$ cat config.mk
export PLATFORM = sky130hd
export DESIGN_NAME = catmull_rom_window_interpolator_flat
export DESIGN_NICKNAME = d
export VERILOG_FILES = /design/src/hdl/crwi_pkg.sv /design/src/hdl/crwi_ifs.sv /design/src/hdl/crwi_front.sv /design/src/hdl/crwi_queue.sv /design/src/hdl/crwi_back.sv /design/src/hdl/catmull_rom_window_interpolator.sv /design/src/flat_wrapper.sv
export VERILOG_INCLUDE_DIRS = /design/src /design/src/hdl
export SDC_FILE = /design/constraint.sdc
export NUM_CORES = 2
export LEC_CHECK = 0
export BUFFER_PORTS_ARGS = -buffer_cell sky130_fd_sc_hd__clkbuf_2
export CORE_ASPECT_RATIO = 0.9
export CORE_MARGIN = 2
export CORE_UTILIZATION = 64
export CTS_CLUSTER_SIZE = 24
export DETAILED_ROUTE_END_ITERATION = 16
export PLACE_DENSITY = 0.81
export RECOVER_POWER = 50
export SYNTH_ARGS = -nofsm -noshare
export SYNTH_HDL_FRONTEND = slang
export SYNTH_SLANG_ARGS = --single-unit
export TNS_END_PERCENT = 20
$ cat constraint.sdc
create_clock -name clk_i -period 15.7 [get_ports clk_i]
set_input_delay 3.14 -clock clk_i [delete_from_list [all_inputs] [get_ports clk_i]]
set_output_delay 3.14 -clock clk_i [all_outputs]
set_load 0.1 [all_outputs]
$ cat src/hdl/assert_macros.svh
// Assertion helper macros for the Catmull-Rom window interpolator.
// Depends on nothing; included by modules that carry checks.
`ifndef ASSERT_MACROS_SVH
`define ASSERT_MACROS_SVH

// Property must hold at every clock edge outside reset.
`define ASSERT_AT(lbl, clk, rstn, prop, msg) \
  lbl: assert property (@(posedge clk) disable iff (!rstn) prop) else $error(msg);

// Condition must never be seen outside reset.
`define ASSERT_NEVER(lbl, clk, rstn, cond, msg) \
  lbl: assert property (@(posedge clk) disable iff (!rstn) !(cond)) else $error(msg);

`endif

$ cat src/hdl/crwi_pkg.sv
// Shared types and constants of the Catmull-Rom window interpolator.
// Depends on nothing.
`default_nettype none
package crwi_pkg;

  localparam int WindowPoints    = 4;
  localparam int MaxPointsDefault = 64;
  localparam int QueueDepthDefault = 2;

  localparam logic [20:0] AccumMax = 21'h1FFFFF;

  localparam logic [19:0] PeriodReset = 20'd1000000;
  localparam logic [16:0] StepReset   = 17'd6554;

  // register indexes
  localparam logic [1:0] CFG_ENABLE = 2'd0;
  localparam logic [1:0] CFG_TIMED  = 2'd1;
  localparam logic [1:0] CFG_PERIOD = 2'd2;
  localparam logic [1:0] CFG_STEP   = 2'd3;

  // result status codes
  localparam logic [1:0] ST_ADD_PLAIN = 2'd0;
  localparam logic [1:0] ST_ADD_NEWWIN = 2'd1;
  localparam logic [1:0] ST_CURVE      = 2'd2;
  localparam logic [1:0] ST_REFUSED    = 2'd3;

  localparam logic ACT_ADD  = 1'b0;
  localparam logic ACT_READ = 1'b1;

  typedef enum logic [1:0] {
    CMD_ADD    = 2'd0,
    CMD_REFUSE = 2'd1,
    CMD_READ   = 2'd2
  } cmd_kind_e;

  typedef struct packed {
    cmd_kind_e              kind;
    logic                   new_win;
    logic [16:0]            start_param;
    logic [16:0]            end_param;
    logic [3:0][31:0]       wx;
    logic [3:0][31:0]       wy;
  } cmd_t;

endpackage
`default_nettype wire

$ cat src/hdl/crwi_ifs.sv
// Handshake interfaces: input words, result words and config writes.
// Depends on nothing.
`default_nettype none
interface crwi_in_if;
  logic        valid;
  logic        ready;
  logic        action;
  logic [19:0] delta_time_us;
  logic signed [31:0] pos_x;
  logic signed [31:0] pos_y;
  logic [16:0] start_param;
  logic [16:0] end_param;
  modport source (output valid, action, delta_time_us, pos_x, pos_y, start_param,
                  end_param, input ready);
  modport sink (input valid, action, delta_time_us, pos_x, pos_y, start_param,
                end_param, output ready);
endinterface

interface crwi_out_if;
  logic        valid;
  logic        ready;
  logic [1:0]  status;
  logic signed [31:0] out_x;
  logic signed [31:0] out_y;
  logic        last;
  modport source (output valid, status, out_x, out_y, last, input ready);
  modport sink (input valid, status, out_x, out_y, last, output ready);
endinterface

interface crwi_cfg_if;
  logic        valid;
  logic        ready;
  logic [1:0]  index;
  logic [19:0] data;
  modport source (output valid, index, data, input ready);
  modport sink (input valid, index, data, output ready);
endinterface
`default_nettype wire

$ cat src/hdl/crwi_front.sv
// Front end: takes input words, keeps window, time total and read flag.
// Depends on crwi_pkg and crwi_ifs; feeds commands into crwi_queue.
`default_nettype none
`include "assert_macros.svh"
module crwi_front import crwi_pkg::*; (
  input  wire logic   clk_i,
  input  wire logic   rst_ni,
  crwi_in_if.sink     in_i,
  input  wire logic   enable_i,
  input  wire logic   timed_i,
  input  wire logic [19:0] period_i,
  input  wire logic   q_full_i,
  output logic        push_o,
  output cmd_t        cmd_o
);

  logic [3:0][31:0] wx_q, wx_d, wy_q, wy_d;
  logic [2:0]  fill_q, fill_d;
  logic [20:0] time_q, time_d;
  logic        armed_q, armed_d;
  logic [21:0] sum;
  logic [20:0] acc_sat;
  logic        take, do_store;

  assign in_i.ready = !q_full_i;
  assign push_o     = in_i.valid && !q_full_i;

  always_comb begin
    sum      = {1'b0, time_q} + {2'b0, in_i.delta_time_us};
    acc_sat  = (sum > {1'b0, AccumMax}) ? AccumMax : sum[20:0];
    take     = acc_sat > {1'b0, period_i};
    do_store = enable_i && (!timed_i || take);

    wx_d = wx_q; wy_d = wy_q; fill_d = fill_q; time_d = time_q; armed_d = armed_q;
    cmd_o = '0;
    cmd_o.kind = CMD_ADD;
    cmd_o.start_param = in_i.start_param;
    cmd_o.end_param   = in_i.end_param;
    cmd_o.wx = wx_q;
    cmd_o.wy = wy_q;

    if (in_i.action == ACT_ADD) begin
      if (enable_i && timed_i) begin
        time_d = take ? '0 : acc_sat;
      end
      if (do_store) begin
        if (fill_q < 3'(WindowPoints)) begin
          wx_d[fill_q[1:0]] = in_i.pos_x;
          wy_d[fill_q[1:0]] = in_i.pos_y;
          fill_d = fill_q + 3'd1;
        end else begin
          wx_d = {in_i.pos_x, wx_q[3:1]};
          wy_d = {in_i.pos_y, wy_q[3:1]};
          armed_d = 1'b1;
          cmd_o.new_win = 1'b1;
        end
      end
    end else if (armed_q) begin
      cmd_o.kind = CMD_READ;
      armed_d = 1'b0;
    end else begin
      cmd_o.kind = CMD_REFUSE;
    end
  end

  always_ff @(posedge clk_i or negedge rst_ni) begin
    if (!rst_ni) begin
      wx_q <= '0; wy_q <= '0; fill_q <= '0; time_q <= '0; armed_q <= 1'b0;
    end else if (push_o) begin
      wx_q <= wx_d; wy_q <= wy_d; fill_q <= fill_d; time_q <= time_d;
      armed_q <= armed_d;
    end
  end

  `ASSERT_AT(a_armed_full, clk_i, rst_ni, armed_q |-> (fill_q == 3'(WindowPoints)), "armed w/o full window")

endmodule
`default_nettype wire

$ cat src/hdl/crwi_queue.sv
// Short command queue between front and back end.
// Depends on crwi_pkg.
`default_nettype none
`include "assert_macros.svh"
module crwi_queue import crwi_pkg::*; #(
  parameter int Depth = QueueDepthDefault
) (
  input  wire logic clk_i,
  input  wire logic rst_ni,
  input  wire logic push_i,
  input  wire cmd_t cmd_i,
  output logic      full_o,
  input  wire logic pop_i,
  output logic      empty_o,
  output cmd_t      cmd_o
);

  localparam int PtrW = (Depth > 1) ? $clog2(Depth) : 1;
  localparam int CntW = $clog2(Depth + 1);

  cmd_t mem_q [Depth];
  logic [PtrW-1:0] wr_q, rd_q;
  logic [CntW-1:0] cnt_q;

  assign full_o  = cnt_q == CntW'(Depth);
  assign empty_o = cnt_q == '0;
  assign cmd_o   = mem_q[rd_q];

  function automatic logic [PtrW-1:0] nxt(input logic [PtrW-1:0] p);
    return (p == PtrW'(Depth - 1)) ? '0 : p + PtrW'(1);
  endfunction

  always_ff @(posedge clk_i) begin
    if (push_i) mem_q[wr_q] <= cmd_i;
  end

  always_ff @(posedge clk_i or negedge rst_ni) begin
    if (!rst_ni) begin
      wr_q <= '0; rd_q <= '0; cnt_q <= '0;
    end else begin
      if (push_i) wr_q <= nxt(wr_q);
      if (pop_i)  rd_q <= nxt(rd_q);
      if (push_i && !pop_i) cnt_q <= cnt_q + CntW'(1);
      else if (pop_i && !push_i) cnt_q <= cnt_q - CntW'(1);
    end
  end

  `ASSERT_NEVER(a_pop_empty, clk_i, rst_ni, pop_i && empty_o, "pop from empty queue")
  `ASSERT_NEVER(a_push_full, clk_i, rst_ni, push_i && full_o, "push into full queue")

endmodule
`default_nettype wire

$ cat src/hdl/crwi_back.sv
// Back end: evaluates curve points on one shared 24x32 multiplier, drives results.
// Depends on crwi_pkg and crwi_ifs; reads commands from crwi_queue.
`default_nettype none
`include "assert_macros.svh"
module crwi_back import crwi_pkg::*; #(
  parameter int MaxPoints = MaxPointsDefault
) (
  input  wire logic clk_i,
  input  wire logic rst_ni,
  input  wire logic [16:0] step_i,
  input  wire logic q_empty_i,
  input  wire cmd_t cmd_i,
  output logic      pop_o,
  crwi_out_if.source out_o
);

  localparam int CntW = $clog2(MaxPoints + 1);

  typedef enum logic [9:0] {
    ST_IDLE = 10'b0000000001,
    ST_SQ   = 10'b0000000010,
    ST_S2   = 10'b0000000100,
    ST_CU   = 10'b0000001000,
    ST_S3   = 10'b0000010000,
    ST_WGT  = 10'b0000100000,
    ST_MUL  = 10'b0001000000,
    ST_ACC  = 10'b0010000000,
    ST_FIN  = 10'b0100000000,
    ST_EMIT = 10'b1000000000
  } state_e;

  state_e state_q, state_d;
  logic [3:0][31:0] wx_q, wy_q;
  logic [16:0] end_q;
  logic [17:0] m_q, m_d, m_next;
  logic [CntW-1:0] cnt_q, cnt_d;
  logic        is_read_q, is_read_d;
  logic [1:0]  res_st_q, res_st_d;
  logic signed [31:0] rx_q, rx_d, ry_q, ry_d;
  logic [18:0] s2_q, s2_d;
  logic [19:0] s3_q, s3_d;
  logic signed [23:0] w_q [4];
  logic signed [23:0] w_d [4];
  logic signed [55:0] prod_q, prod_d;
  logic signed [59:0] acc_q, acc_d;
  logic [2:0]  k_q, k_d;
  logic signed [23:0] mul_a, sx, s2x, s3x;
  logic signed [31:0] mul_b;
  logic signed [55:0] rnd;
  logic signed [59:0] t, r;
  logic signed [31:0] sat;
  logic        slot_free, emit_last, load;
  logic        ovalid_q;
  logic [1:0]  ost_q;
  logic signed [31:0] ox_q, oy_q;
  logic        olast_q;

  assign slot_free = !ovalid_q || out_o.ready;
  assign m_next    = m_q + {1'b0, step_i};
  assign emit_last = !is_read_q || (m_next >= {1'b0, end_q}) ||
                     (cnt_q == CntW'(MaxPoints - 1));
  assign load      = (state_q == ST_EMIT) && slot_free;

  assign sx  = {7'b0, m_q[16:0]};
  assign s2x = {5'b0, s2_q};
  assign s3x = {4'b0, s3_q};

  always_comb begin
    unique case (state_q)
      ST_SQ:   begin mul_a = sx;  mul_b = {15'b0, m_q[16:0]}; end
      ST_CU:   begin mul_a = s2x; mul_b = {15'b0, m_q[16:0]}; end
      default: begin
        mul_a = w_q[k_q[1:0]];
        mul_b = k_q[2] ? wy_q[k_q[1:0]] : wx_q[k_q[1:0]];
      end
    endcase
  end

  always_comb begin
    rnd = prod_q + 56'sd32768;
    t   = acc_q + 60'sd65536;
    r   = t >>> 17;
    if (r > 60'sd2147483647) sat = 32'sh7FFFFFFF;
    else if (r < -60'sd2147483648) sat = 32'sh80000000;
    else sat = r[31:0];
  end

  always_comb begin
    state_d = state_q; m_d = m_q; cnt_d = cnt_q; is_read_d = is_read_q;
    res_st_d = res_st_q; rx_d = rx_q; ry_d = ry_q; s2_d = s2_q; s3_d = s3_q;
    w_d = w_q; prod_d = prod_q; acc_d = acc_q; k_d = k_q;
    pop_o = 1'b0;
    unique case (state_q)
      ST_IDLE: begin
        if (!q_empty_i) begin
          pop_o = 1'b1;
          m_d = {1'b0, cmd_i.start_param};
          cnt_d = '0; k_d = '0; acc_d = '0;
          rx_d = '0; ry_d = '0;
          is_read_d = cmd_i.kind == CMD_READ;
          unique case (cmd_i.kind)
            CMD_READ: begin
              res_st_d = ST_CURVE;
              // empty range: nothing to emit
              if (cmd_i.start_param < cmd_i.end_param) state_d = ST_SQ;
            end
            CMD_REFUSE: begin res_st_d = ST_REFUSED; state_d = ST_EMIT; end
            default: begin
              res_st_d = cmd_i.new_win ? ST_ADD_NEWWIN : ST_ADD_PLAIN;
              state_d  = ST_EMIT;
            end
          endcase
        end
      end
      ST_SQ:  begin prod_d = mul_a * mul_b; state_d = ST_S2; end
      ST_S2:  begin s2_d = rnd[34:16]; state_d = ST_CU; end
      ST_CU:  begin prod_d = mul_a * mul_b; state_d = ST_S3; end
      ST_S3:  begin s3_d = rnd[35:16]; state_d = ST_WGT; end
      ST_WGT: begin
        w_d[0] = -s3x + (s2x <<< 1) - sx;
        w_d[1] = (s3x <<< 1) + s3x - (s2x <<< 2) - s2x + 24'sd131072;
        w_d[2] = -((s3x <<< 1) + s3x) + (s2x <<< 2) + sx;
        w_d[3] = s3x - s2x;
        state_d = ST_MUL;
      end
      ST_MUL: begin prod_d = mul_a * mul_b; state_d = ST_ACC; end
      ST_ACC: begin
        acc_d = acc_q + 60'(prod_q);
        if (k_q[1:0] == 2'd3) state_d = ST_FIN;
        else begin k_d = k_q + 3'd1; state_d = ST_MUL; end
      end
      ST_FIN: begin
        if (k_q[2]) ry_d = sat; else rx_d = sat;
        acc_d = '0;
        k_d = k_q + 3'd1;
        state_d = k_q[2] ? ST_EMIT : ST_MUL;
      end
      ST_EMIT: begin
        if (slot_free) begin
          if (is_read_q && !emit_last) begin
            m_d = m_next; cnt_d = cnt_q + CntW'(1); state_d = ST_SQ;
          end else state_d = ST_IDLE;
        end
      end
      default: state_d = ST_IDLE;
    endcase
  end

  always_ff @(posedge clk_i or negedge rst_ni) begin
    if (!rst_ni) begin
      state_q <= ST_IDLE; ovalid_q <= 1'b0;
    end else begin
      state_q <= state_d;
      if (load) ovalid_q <= 1'b1;
      else if (out_o.ready) ovalid_q <= 1'b0;
    end
  end

  always_ff @(posedge clk_i) begin
    m_q <= m_d; cnt_q <= cnt_d; is_read_q <= is_read_d; res_st_q <= res_st_d;
    rx_q <= rx_d; ry_q <= ry_d; s2_q <= s2_d; s3_q <= s3_d; w_q <= w_d;
    prod_q <= prod_d; acc_q <= acc_d; k_q <= k_d;
    if (pop_o) begin
      wx_q <= cmd_i.wx; wy_q <= cmd_i.wy; end_q <= cmd_i.end_param;
    end
    if (load) begin
      ost_q <= res_st_q; ox_q <= rx_q; oy_q <= ry_q; olast_q <= emit_last;
    end
  end

  assign out_o.valid  = ovalid_q;
  assign out_o.status = ost_q;
  assign out_o.out_x  = ox_q;
  assign out_o.out_y  = oy_q;
  assign out_o.last   = olast_q;

  `ASSERT_AT(a_last_idle, clk_i, rst_ni, (load && emit_last) |=> (state_q == ST_IDLE), "no idle")

endmodule
`default_nettype wire

$ cat src/hdl/catmull_rom_window_interpolator.sv
// Top level of the Catmull-Rom window interpolator: config registers, front, queue, back.
// Depends on crwi_pkg, crwi_ifs, crwi_front, crwi_queue, crwi_back.
`default_nettype none
//  channel | dir | payload
//  in_i    | in  | action, delta_time_us, pos_x, pos_y, start_param, end_param
//  out_o   | out | status, out_x, out_y, last
//  cfg_i   | in  | index, data (write only, always ready)
//
// Add and refused-read words go from idle straight to the emit state.
// Each curve point steps through two multiplies for s^2 and s^3, weights,
// then eight multiply-accumulates on one 24x32 multiplier, x then y.
// The front keeps taking words while the command queue has room; result
// stalls hold the back end only. Reset is asynchronous and clears the
// control and config state; back-end datapath and queue memory are not reset.
module catmull_rom_window_interpolator import crwi_pkg::*; #(
  parameter int MAX_POINTS_PER_READ = MaxPointsDefault,
  parameter int QUEUE_DEPTH         = QueueDepthDefault
) (
  input  wire logic clk_i,
  input  wire logic rst_ni,
  crwi_in_if.sink    in_i,
  crwi_out_if.source out_o,
  crwi_cfg_if.sink   cfg_i
);

  logic        enable_q, timed_q;
  logic [19:0] period_q;
  logic [16:0] step_q;
  logic        push, full, pop, empty;
  cmd_t        cmd_in, cmd_out;

  // config writes are always taken
  assign cfg_i.ready = 1'b1;

  always_ff @(posedge clk_i or negedge rst_ni) begin
    if (!rst_ni) begin
      enable_q <= 1'b0;
      timed_q  <= 1'b0;
      period_q <= PeriodReset;
      step_q   <= StepReset;
    end else if (cfg_i.valid) begin
      unique case (cfg_i.index)
        CFG_ENABLE: enable_q <= cfg_i.data[0];
        CFG_TIMED:  timed_q  <= cfg_i.data[0];
        CFG_PERIOD: period_q <= cfg_i.data;
        CFG_STEP:   step_q   <= cfg_i.data[16:0];
        default: ;
      endcase
    end
  end

  crwi_front u_front (
    .clk_i, .rst_ni, .in_i,
    .enable_i(enable_q), .timed_i(timed_q), .period_i(period_q),
    .q_full_i(full), .push_o(push), .cmd_o(cmd_in)
  );

  crwi_queue #(.Depth(QUEUE_DEPTH)) u_queue (
    .clk_i, .rst_ni, .push_i(push), .cmd_i(cmd_in), .full_o(full),
    .pop_i(pop), .empty_o(empty), .cmd_o(cmd_out)
  );

  crwi_back #(.MaxPoints(MAX_POINTS_PER_READ)) u_back (
    .clk_i, .rst_ni, .step_i(step_q), .q_empty_i(empty), .cmd_i(cmd_out),
    .pop_o(pop), .out_o
  );

endmodule
`default_nettype wire
$ cat src/flat_wrapper.sv
// flat-port wrapper written by rule: the top's interface ports become plain ports
module catmull_rom_window_interpolator_flat import crwi_pkg::*;
#(
  parameter int MAX_POINTS_PER_READ = MaxPointsDefault,
  parameter int QUEUE_DEPTH         = QueueDepthDefault
)
  (clk_i, rst_ni, in_i_valid, in_i_action, in_i_delta_time_us, in_i_pos_x, in_i_pos_y, in_i_start_param, in_i_end_param, in_i_ready, out_o_valid, out_o_status, out_o_out_x, out_o_out_y, out_o_last, out_o_ready, cfg_i_valid, cfg_i_index, cfg_i_data, cfg_i_ready);
  crwi_in_if in_i_i ();
  crwi_out_if out_o_i ();
  crwi_cfg_if cfg_i_i ();
  input  wire logic clk_i;
  input  wire logic rst_ni;
  input wire logic [$bits(in_i_i.valid)-1:0] in_i_valid;
  input wire logic [$bits(in_i_i.action)-1:0] in_i_action;
  input wire logic [$bits(in_i_i.delta_time_us)-1:0] in_i_delta_time_us;
  input wire logic [$bits(in_i_i.pos_x)-1:0] in_i_pos_x;
  input wire logic [$bits(in_i_i.pos_y)-1:0] in_i_pos_y;
  input wire logic [$bits(in_i_i.start_param)-1:0] in_i_start_param;
  input wire logic [$bits(in_i_i.end_param)-1:0] in_i_end_param;
  output wire logic [$bits(in_i_i.ready)-1:0] in_i_ready;
  output wire logic [$bits(out_o_i.valid)-1:0] out_o_valid;
  output wire logic [$bits(out_o_i.status)-1:0] out_o_status;
  output wire logic [$bits(out_o_i.out_x)-1:0] out_o_out_x;
  output wire logic [$bits(out_o_i.out_y)-1:0] out_o_out_y;
  output wire logic [$bits(out_o_i.last)-1:0] out_o_last;
  input wire logic [$bits(out_o_i.ready)-1:0] out_o_ready;
  input wire logic [$bits(cfg_i_i.valid)-1:0] cfg_i_valid;
  input wire logic [$bits(cfg_i_i.index)-1:0] cfg_i_index;
  input wire logic [$bits(cfg_i_i.data)-1:0] cfg_i_data;
  output wire logic [$bits(cfg_i_i.ready)-1:0] cfg_i_ready;
  assign in_i_i.valid = in_i_valid;
  assign in_i_i.action = in_i_action;
  assign in_i_i.delta_time_us = in_i_delta_time_us;
  assign in_i_i.pos_x = in_i_pos_x;
  assign in_i_i.pos_y = in_i_pos_y;
  assign in_i_i.start_param = in_i_start_param;
  assign in_i_i.end_param = in_i_end_param;
  assign in_i_ready = in_i_i.ready;
  assign out_o_valid = out_o_i.valid;
  assign out_o_status = out_o_i.status;
  assign out_o_out_x = out_o_i.out_x;
  assign out_o_out_y = out_o_i.out_y;
  assign out_o_last = out_o_i.last;
  assign out_o_i.ready = out_o_ready;
  assign cfg_i_i.valid = cfg_i_valid;
  assign cfg_i_i.index = cfg_i_index;
  assign cfg_i_i.data = cfg_i_data;
  assign cfg_i_ready = cfg_i_i.ready;
  catmull_rom_window_interpolator #(.MAX_POINTS_PER_READ(MAX_POINTS_PER_READ), .QUEUE_DEPTH(QUEUE_DEPTH)) u_core (.clk_i(clk_i), .rst_ni(rst_ni), .in_i(in_i_i), .out_o(out_o_i), .cfg_i(cfg_i_i));
endmodule
# After elaboration in Yosys (flattened, before gate mapping)

Memories as Yosys holds them, arrays and structs flattened.
Index checks and enable logic that the tools add are counted.

Latch bits: 0
RAM bits: 586
Register bits after elaboration: 1,021
Output and inout bits: 70
Logic and storage cells: 223
Memories: 1
Input port bits: 146
Memory bits (read-only): 0

Multipliers: 1
Div/mod/pow operators: 0
Eq/ne operators: 26
Muxes and demuxes: 66
Shift-type cells: 0
Reduce and logical (&&, ||, !) cells: 44
Add/subtract/negate cells: 23
$lt $le $gt $ge: 11
Bitwise logic cells: 3

Memory list:

| memory               | depth | width | read ports | clocked after memory_dff | write ports | line             | RTL |
|---|---|---|---|---|---|---|---|
| u_core.u_queue.mem_q | 2     | 293   | 1          | 0                        | 1           | crwi_queue.sv:21 | `cmd_t mem_q [Depth];` |

Operators with widths:

| kind                                                                   | number |
|---|---|
| 32-bit two-way mux                                                     | 10 |
| 128-bit bitwise mux                                                    | 2 |
| 128-bit two-way mux                                                    | 2 |
| 60-bit one-hot mux with 3 select lines                                 | 1 |
| 32-bit binary-select mux with 2-bit select                             | 2 |
| 32-bit one-hot mux with 2 select lines                                 | 2 |
| 10-bit one-hot mux with 10 select lines                                | 1 |
| 32-bit demux with 2-bit select                                         | 1 |
| 60-bit by 18-bit adder with 60-bit output, second input constant       | 1 |
| 60-bit by 56-bit adder with 60-bit output                              | 1 |
| 60-bit two-way mux                                                     | 1 |
| 24-bit by 32-bit multiplier with 56-bit output                         | 1 |
| 18-bit two-way mux                                                     | 3 |
| 10-bit two-way mux                                                     | 5 |
| 24-bit binary-select mux with 2-bit select                             | 1 |
| 24-bit two-way mux                                                     | 2 |
| 24-bit one-hot mux with 2 select lines                                 | 1 |
| 21-bit by 20-bit adder with 22-bit output                              | 2 |
| 43-bit by 32-bit > comparator with 1-bit output, second input constant | 1 |
| 43-bit by 32-bit < comparator with 1-bit output, second input constant | 1 |
| 21-bit two-way mux                                                     | 2 |
| 36-bit by 17-bit adder with 36-bit output, second input constant       | 1 |
| 18-bit one-hot mux with 2 select lines                                 | 1 |
| 24-bit by 18-bit adder with 24-bit output                              | 1 |
| 60 further kinds                                                       | 128 |

# Logic depth before layout (Yosys ltp)

Depth after elaboration: 9
Depth in mapped cells: 37
Gate-level depth less buffers: 34

# Modules after synthesis

Synthesis repeated with hierarchy kept, for this count alone.

Cell total of the unflattened synthesis: 8,194
Area, all modules: 102,012.8 um^2

By module, submodules not included:

| module                          | instances | seq. area each (um^2) | area each (um^2) | cells each |
|---|---|---|---|---|
| crwi_back                       | 1         | 20,756.2              | 63,284.4         | 5,799 |
| crwi_queue                      | 1         | 17,697.0              | 22,415.2         | 928 |
| crwi_front                      | 1         | 7,031.7               | 14,682.8         | 1,380 |
| catmull_rom_window_interpolator | 1         | 993.5                 | 1,630.3          | 87 |

# Worst setup path after synthesis

No wires, ideal clock.

Kind: input to register
From: in in_i_valid
To: mem u_core.u_queue.mem_q[0][0] (netlist name) (enable)
Setup time: 0.955 ns
Setup slack: -0.706 ns
Required time: 14.745 ns
Data arrival time: 15.452 ns
Buffers on the path: 0
Stages: 2
Path through: nand2_1 nor2_1

Cells in the longest elaborated chain, start to end: 3

RTL lines:

| what                                    | line               | RTL |
|---|---|---|
| from (decl)                             | flat_wrapper.sv:13 | `input wire logic [$bits(in_i_i.valid)-1:0] in_i_valid;` |
| 1-bit logical AND                       | crwi_front.sv:26   | `assign push_o = in_i.valid && !q_full_i;` |
| 1-bit two-way mux                       | crwi_queue.sv:34   | `if (push_i) mem_q[wr_q] <= cmd_i;` |
| 1-bit two-way mux (not written as such) | crwi_queue.sv:34   |  |
| to (decl)                               | crwi_queue.sv:21   |  |

No other way between the ends.

# Final worst setup path

From: reg u_core.u_back.state_q[0]
To: reg u_core.u_back.prod_q[55], data pin

Cells in the longest elaborated chain, start to end: 4
Elaborated cells between the ends (all ways): 6
Classes of those cells: mul (1); eq/ne (2); mux (2); reduce/logical (1)

RTL lines:

| what                                                                                                                      | line                                                 | RTL |
|---|---|---|
| from (decl)                                                                                                               | crwi_back.sv:32                                      | `state_e state_q, state_d;` |
| from (signal assigned)                                                                                                    | crwi_back.sv:153                                     | `state_q <= state_d;` |
| 10-bit by 4-bit equality test with 1-bit output / 10-bit by 2-bit equality test with 1-bit output (equally long branches) | crwi_back.sv:69, crwi_back.sv:93                     |  |
| 2-bit OR reduction (no source line)                                                                                       | n/a                                                  |  |
| 32-bit two-way mux                                                                                                        | crwi_back.sv:69                                      | `unique case (state_q)` |
| 24-bit by 32-bit multiplier with 56-bit output (*)                                                                        | crwi_back.sv:115, crwi_back.sv:117, crwi_back.sv:126 |  |
| to (signal assigned)                                                                                                      | crwi_back.sv:162                                     | `prod_q <= prod_d; acc_q <= acc_d; k_q <= k_d;` |
| to (decl)                                                                                                                 | crwi_back.sv:44                                      | `logic signed [55:0] prod_q, prod_d;` |

Every way passes the cells marked *; elsewhere a longest branch is shown, timed or not.
A chain may end at the register's enable or synchronous reset.

==> summary by stage <==
STA
The number of hold violations in the final report is 0. The highest clock rate is 80.1 MHz. The final critical path takes up 79.6% of the cycle. Setup repair after global routing left no endpoint under its margin. The least setup slack across all paths after layout is 3.21 ns. Hold is met by 0.381 ns.

The final-report setup violation count is 0. The minimum clock period after layout is 12.49 ns. The measured slew at the worst slew-check pin is 6.50 ns.

The setup total negative slack is 0 ns. The max-slew violation total from the final report was 1000. For the final database, setup skew stands at 0.0714 ns. The max-slew headroom at the worst pin is -334%.

Global routing
The number of antenna violations at the first check in global routing was 23. The via count of the first global-routing pass is 69900. The first-pass GRT wire length is 404000 um.

Entering global routing, the biggest net connects 213 pins. The global router's overall resource usage is 32.9%. The total grt overflow is 0.

Clocking
Clock-pin slew was measured on the worst setup and hold paths at 0.06 ns. The clock tree from TritonCTS is built. The TritonCTS sink count is 1602. The worst-skew pair later-pin latency is 0.83 ns. The total setup buffers inserted after CTS is 0. CTS built an H-tree with a depth of 4. The number of hold buffers added after CTS is 0. The library cell used as clock root buffer is sky130_fd_sc_hd__clkbuf_16. The maximum buffer depth of the clock tree is 3.

The post-cts sizing count is 0. The number of clock buffers added by TritonCTS is 156.

Place
The weighted congestion at the end of routability-driven global placement is 1.00. The count of port buffers added during placement is 214. The half-perimeter wire length of the detailed placement result is 182000 um. Before CTS, the worst setup slack after placement is 5.06 ns.

Floorplanning
For this configuration, the core starts out at a cell density of 64.6%. From left edge to right edge, the die measures 422 um. The height of the die is 380 um. In this run the count of I/O pins placed on the die edge is 216. In this run the standard cell core region covers 0.155 mm^2. The area of the die is 0.160 mm^2. The floorplan has 137 rows.

Outcome
The run finished, with violations left. The final reports fail on max-capacitance violations, max-slew violations.

Hold path
The type of the worst min-delay path is flop to flop.

Routing
The number of design-rule violations left by the first detailed-router iteration is 7433. The final routed wire length divided by cell count is 23.9 um. The post-route DRC violation count is 0. The total routed wirelength is 260000 um.

Across all layers, the routed design uses 67800 vias. The first TritonRoute pass finished after 6 iterations. In the routed layout, each cell is associated on average with a via count of 6.26. The number of antenna-violating nets in the routed design is 0.

Synthesis
The number of warning messages in the yosys log is 0. Of all flip-flops after synthesis, the portion carrying an async set or reset was 20.9%. Synthesis inferred 1602 register bits.

The count of flip-flops with a built-in enable after synthesis is 1267. Counting every net in the synthesized netlist gives 9941. The cell count after synthesis came out at 8513. In this run, distinct cell masters in the synthesized netlist total 84.

The post-synthesis average cell area is 11.8 um^2. Summing the sequential cell areas from Yosys gives 46.3% of the chip area. The synthesized netlist occupies a cell area of 0.100 mm^2. Among all flip-flop cells after synthesis, the most frequent one is sky130_fd_sc_hd__edfxtp_1.

Setup path
The launching element type of the critical path is a flop. The cell that appears most often on the critical path is sky130_fd_sc_hd__fa_1. Of all nets on the critical path, the largest fanout is 50.

STA puts the critical path data required time at 16.20 ns. STA puts the critical path data arrival time at 12.99 ns. The largest single stage delay on the critical path is 1.76 ns. The critical path's slowest cell is sky130_fd_sc_hd__clkbuf_1.

The class of the most critical setup path is flop to flop. The worst setup path is captured at a flop.

Final layout
Relative to the synthesized area, the layout overhead comes to 8.27%. The end-of-flow core utilization is 69.9%. The final layout contains 10000 nets. Of the cells placed in the final design, the portion with a size suffix greater than 1 is 11.4%.

Flow run
The number of maximum-capacitance violations is 19.
through the flow:
stage / instance area (um^2) / instances
after floorplan: 100000 / 8513
after global placement: 104000 / 10500
after detailed placement: 104000 / 10500
after CTS: 109000 / 10800
after global routing: 109000 / 10800
final: 109000 / 10800
state kept, by name, summed over array words and instances (netlist names), 21 cells and up:
| name | flops |
|---|---|
| u_core.u_front.cmd_o | 256 |
| u_core.u_back.acc_q | 60 |
| u_core.u_back.prod_q | 56 |
| u_core.u_queue.mem_q | 586 |
| u_core.u_back.out_o.out_x | 32 |
| u_core.u_back.wy_q | 128 |
| u_core.u_back.w_q | 91 |
| u_core.u_front.time_q | 21 |
| u_core.u_back.ry_q | 32 |
| u_core.u_back.wx_q | 128 |
| u_core.u_back.rx_q | 32 |
| u_core.u_back.out_o.out_y | 32 |
Yosys cell counts, types with 186 or more instances:
cell,instances,area (um^2)
sky130_fd_sc_hd__edfxtp_1,1267,38000
sky130_fd_sc_hd__inv_1,1116,4190
sky130_fd_sc_hd__fa_1,840,16800
sky130_fd_sc_hd__nand2_1,840,3150
sky130_fd_sc_hd__nor2_1,637,2390
sky130_fd_sc_hd__ha_1,442,5530
sky130_fd_sc_hd__nand4_1,417,2610
sky130_fd_sc_hd__mux2_2,346,3900
sky130_fd_sc_hd__dfrtp_1,320,8010
sky130_fd_sc_hd__clkbuf_1,275,1030
sky130_fd_sc_hd__nand3_1,263,1320
sky130_fd_sc_hd__a21oi_1,238,1190
sky130_fd_sc_hd__o21ai_0,198,991
sky130_fd_sc_hd__xnor2_1,186,1630
cells by family after synthesis:
kind of cell | Yosys count | share of synthesized area [%]
other cells | 1 | 0.00373
simple gates | 2525 | 11.7
buf+inv | 1495 | 5.69
mux | 473 | 6.21
fa+ha+maj | 1282 | 22.3
compound gates | 840 | 5.27
xor+xnor | 295 | 2.57
flops | 1602 | 46.3
worst max-delay path, delay by kind of cell (launching register included):
| kind | cells | cell delay, ns |
|---|---|---|
| AOI/OAI and AO/OA | 7 | 2.13 |
| adders and majority gates | 8 | 3.82 |
| DFF | 1 | 0.62 |
| and+or+nand+nor | 9 | 3.48 |
| xor gates and xnor gates | 1 | 0.13 |
| buffers and inverters | 5 | 1.95 |
path summary, 6_finish.rpt:
kind,from,to,slack [ns],depth (start not counted)
worst max-delay path,u_core.u_back.state_q[0]$_DFFE_PN1P_,u_core.u_back.prod_q[55]$_DFFE_PP_,3.21,30
worst min-delay path,u_core.u_back.rx_q[23]$_DFFE_PP_,u_core.u_back.out_o.out_x[23]$_DFFE_PP_,0.38,0
worst max register to register,u_core.u_back.state_q[0]$_DFFE_PN1P_,u_core.u_back.prod_q[55]$_DFFE_PP_,3.21,30
worst min register to register,u_core.u_back.rx_q[23]$_DFFE_PP_,u_core.u_back.out_o.out_x[23]$_DFFE_PP_,0.38,0
max in group asynchronous,rst_ni,u_core.u_back.state_q[4]$_DFFE_PN0P_,6.79,3
min in group asynchronous,rst_ni,u_core.u_front.cmd_o[115]$_DFFE_PN0P_,4.71,1
metal layers:
metal	GRT usage, %	up-vias	part of all wire (%)
li1	-	29400	-
met1	43.4	33900	38
met2	52.0	3824	47
met3	6.89	781	9.9
met4	17.0	18	5.7
met5	0	-	0.039
layout by cell type, fill, tap and decap left out, drive strengths merged, types with 10 or more instances in the layout:
cell type and instances:
nor2 637, mux4 85, a221oi 17, a21oi 238, nor3b 20, mux2 346, clkbuf 443, inv 1125
o21bai 42, nand2b 77, fa 840, diode 10, xnor2 186, and2 44, o21ai 228, a211oi 26
a21o 115, clkinv 55, and3 48, nand2 840, a221o 12, a21boi 15, o31ai 22, buf 93
ha 442, mux2i 42, dfstp 15, xor2 109, edfxtp 1267, dfrtp 320, a31oi 22, or3 20
nand3 263, o211ai 13, nor3 58, o21a 24, or2 15, nor2b 49, nand4 417
cell type report:
cell class / instances / area (um^2)
Clock inverter: 81 / 867
Fill cell: 10600 / 46800
Tap cell: 2085 / 2610
Antenna cell: 10 / 25.0
Clock buffer: 210 / 4310
Multi-Input combinational cell: 5416 / 48400
Timing Repair Buffer: 326 / 1860
Inverter: 1116 / 4190
Sequential cell: 1602 / 46500
Power is left out: the tool's default activity adds up to more than one toggle a clock period on the data nets, which glitch-free logic cannot reach.
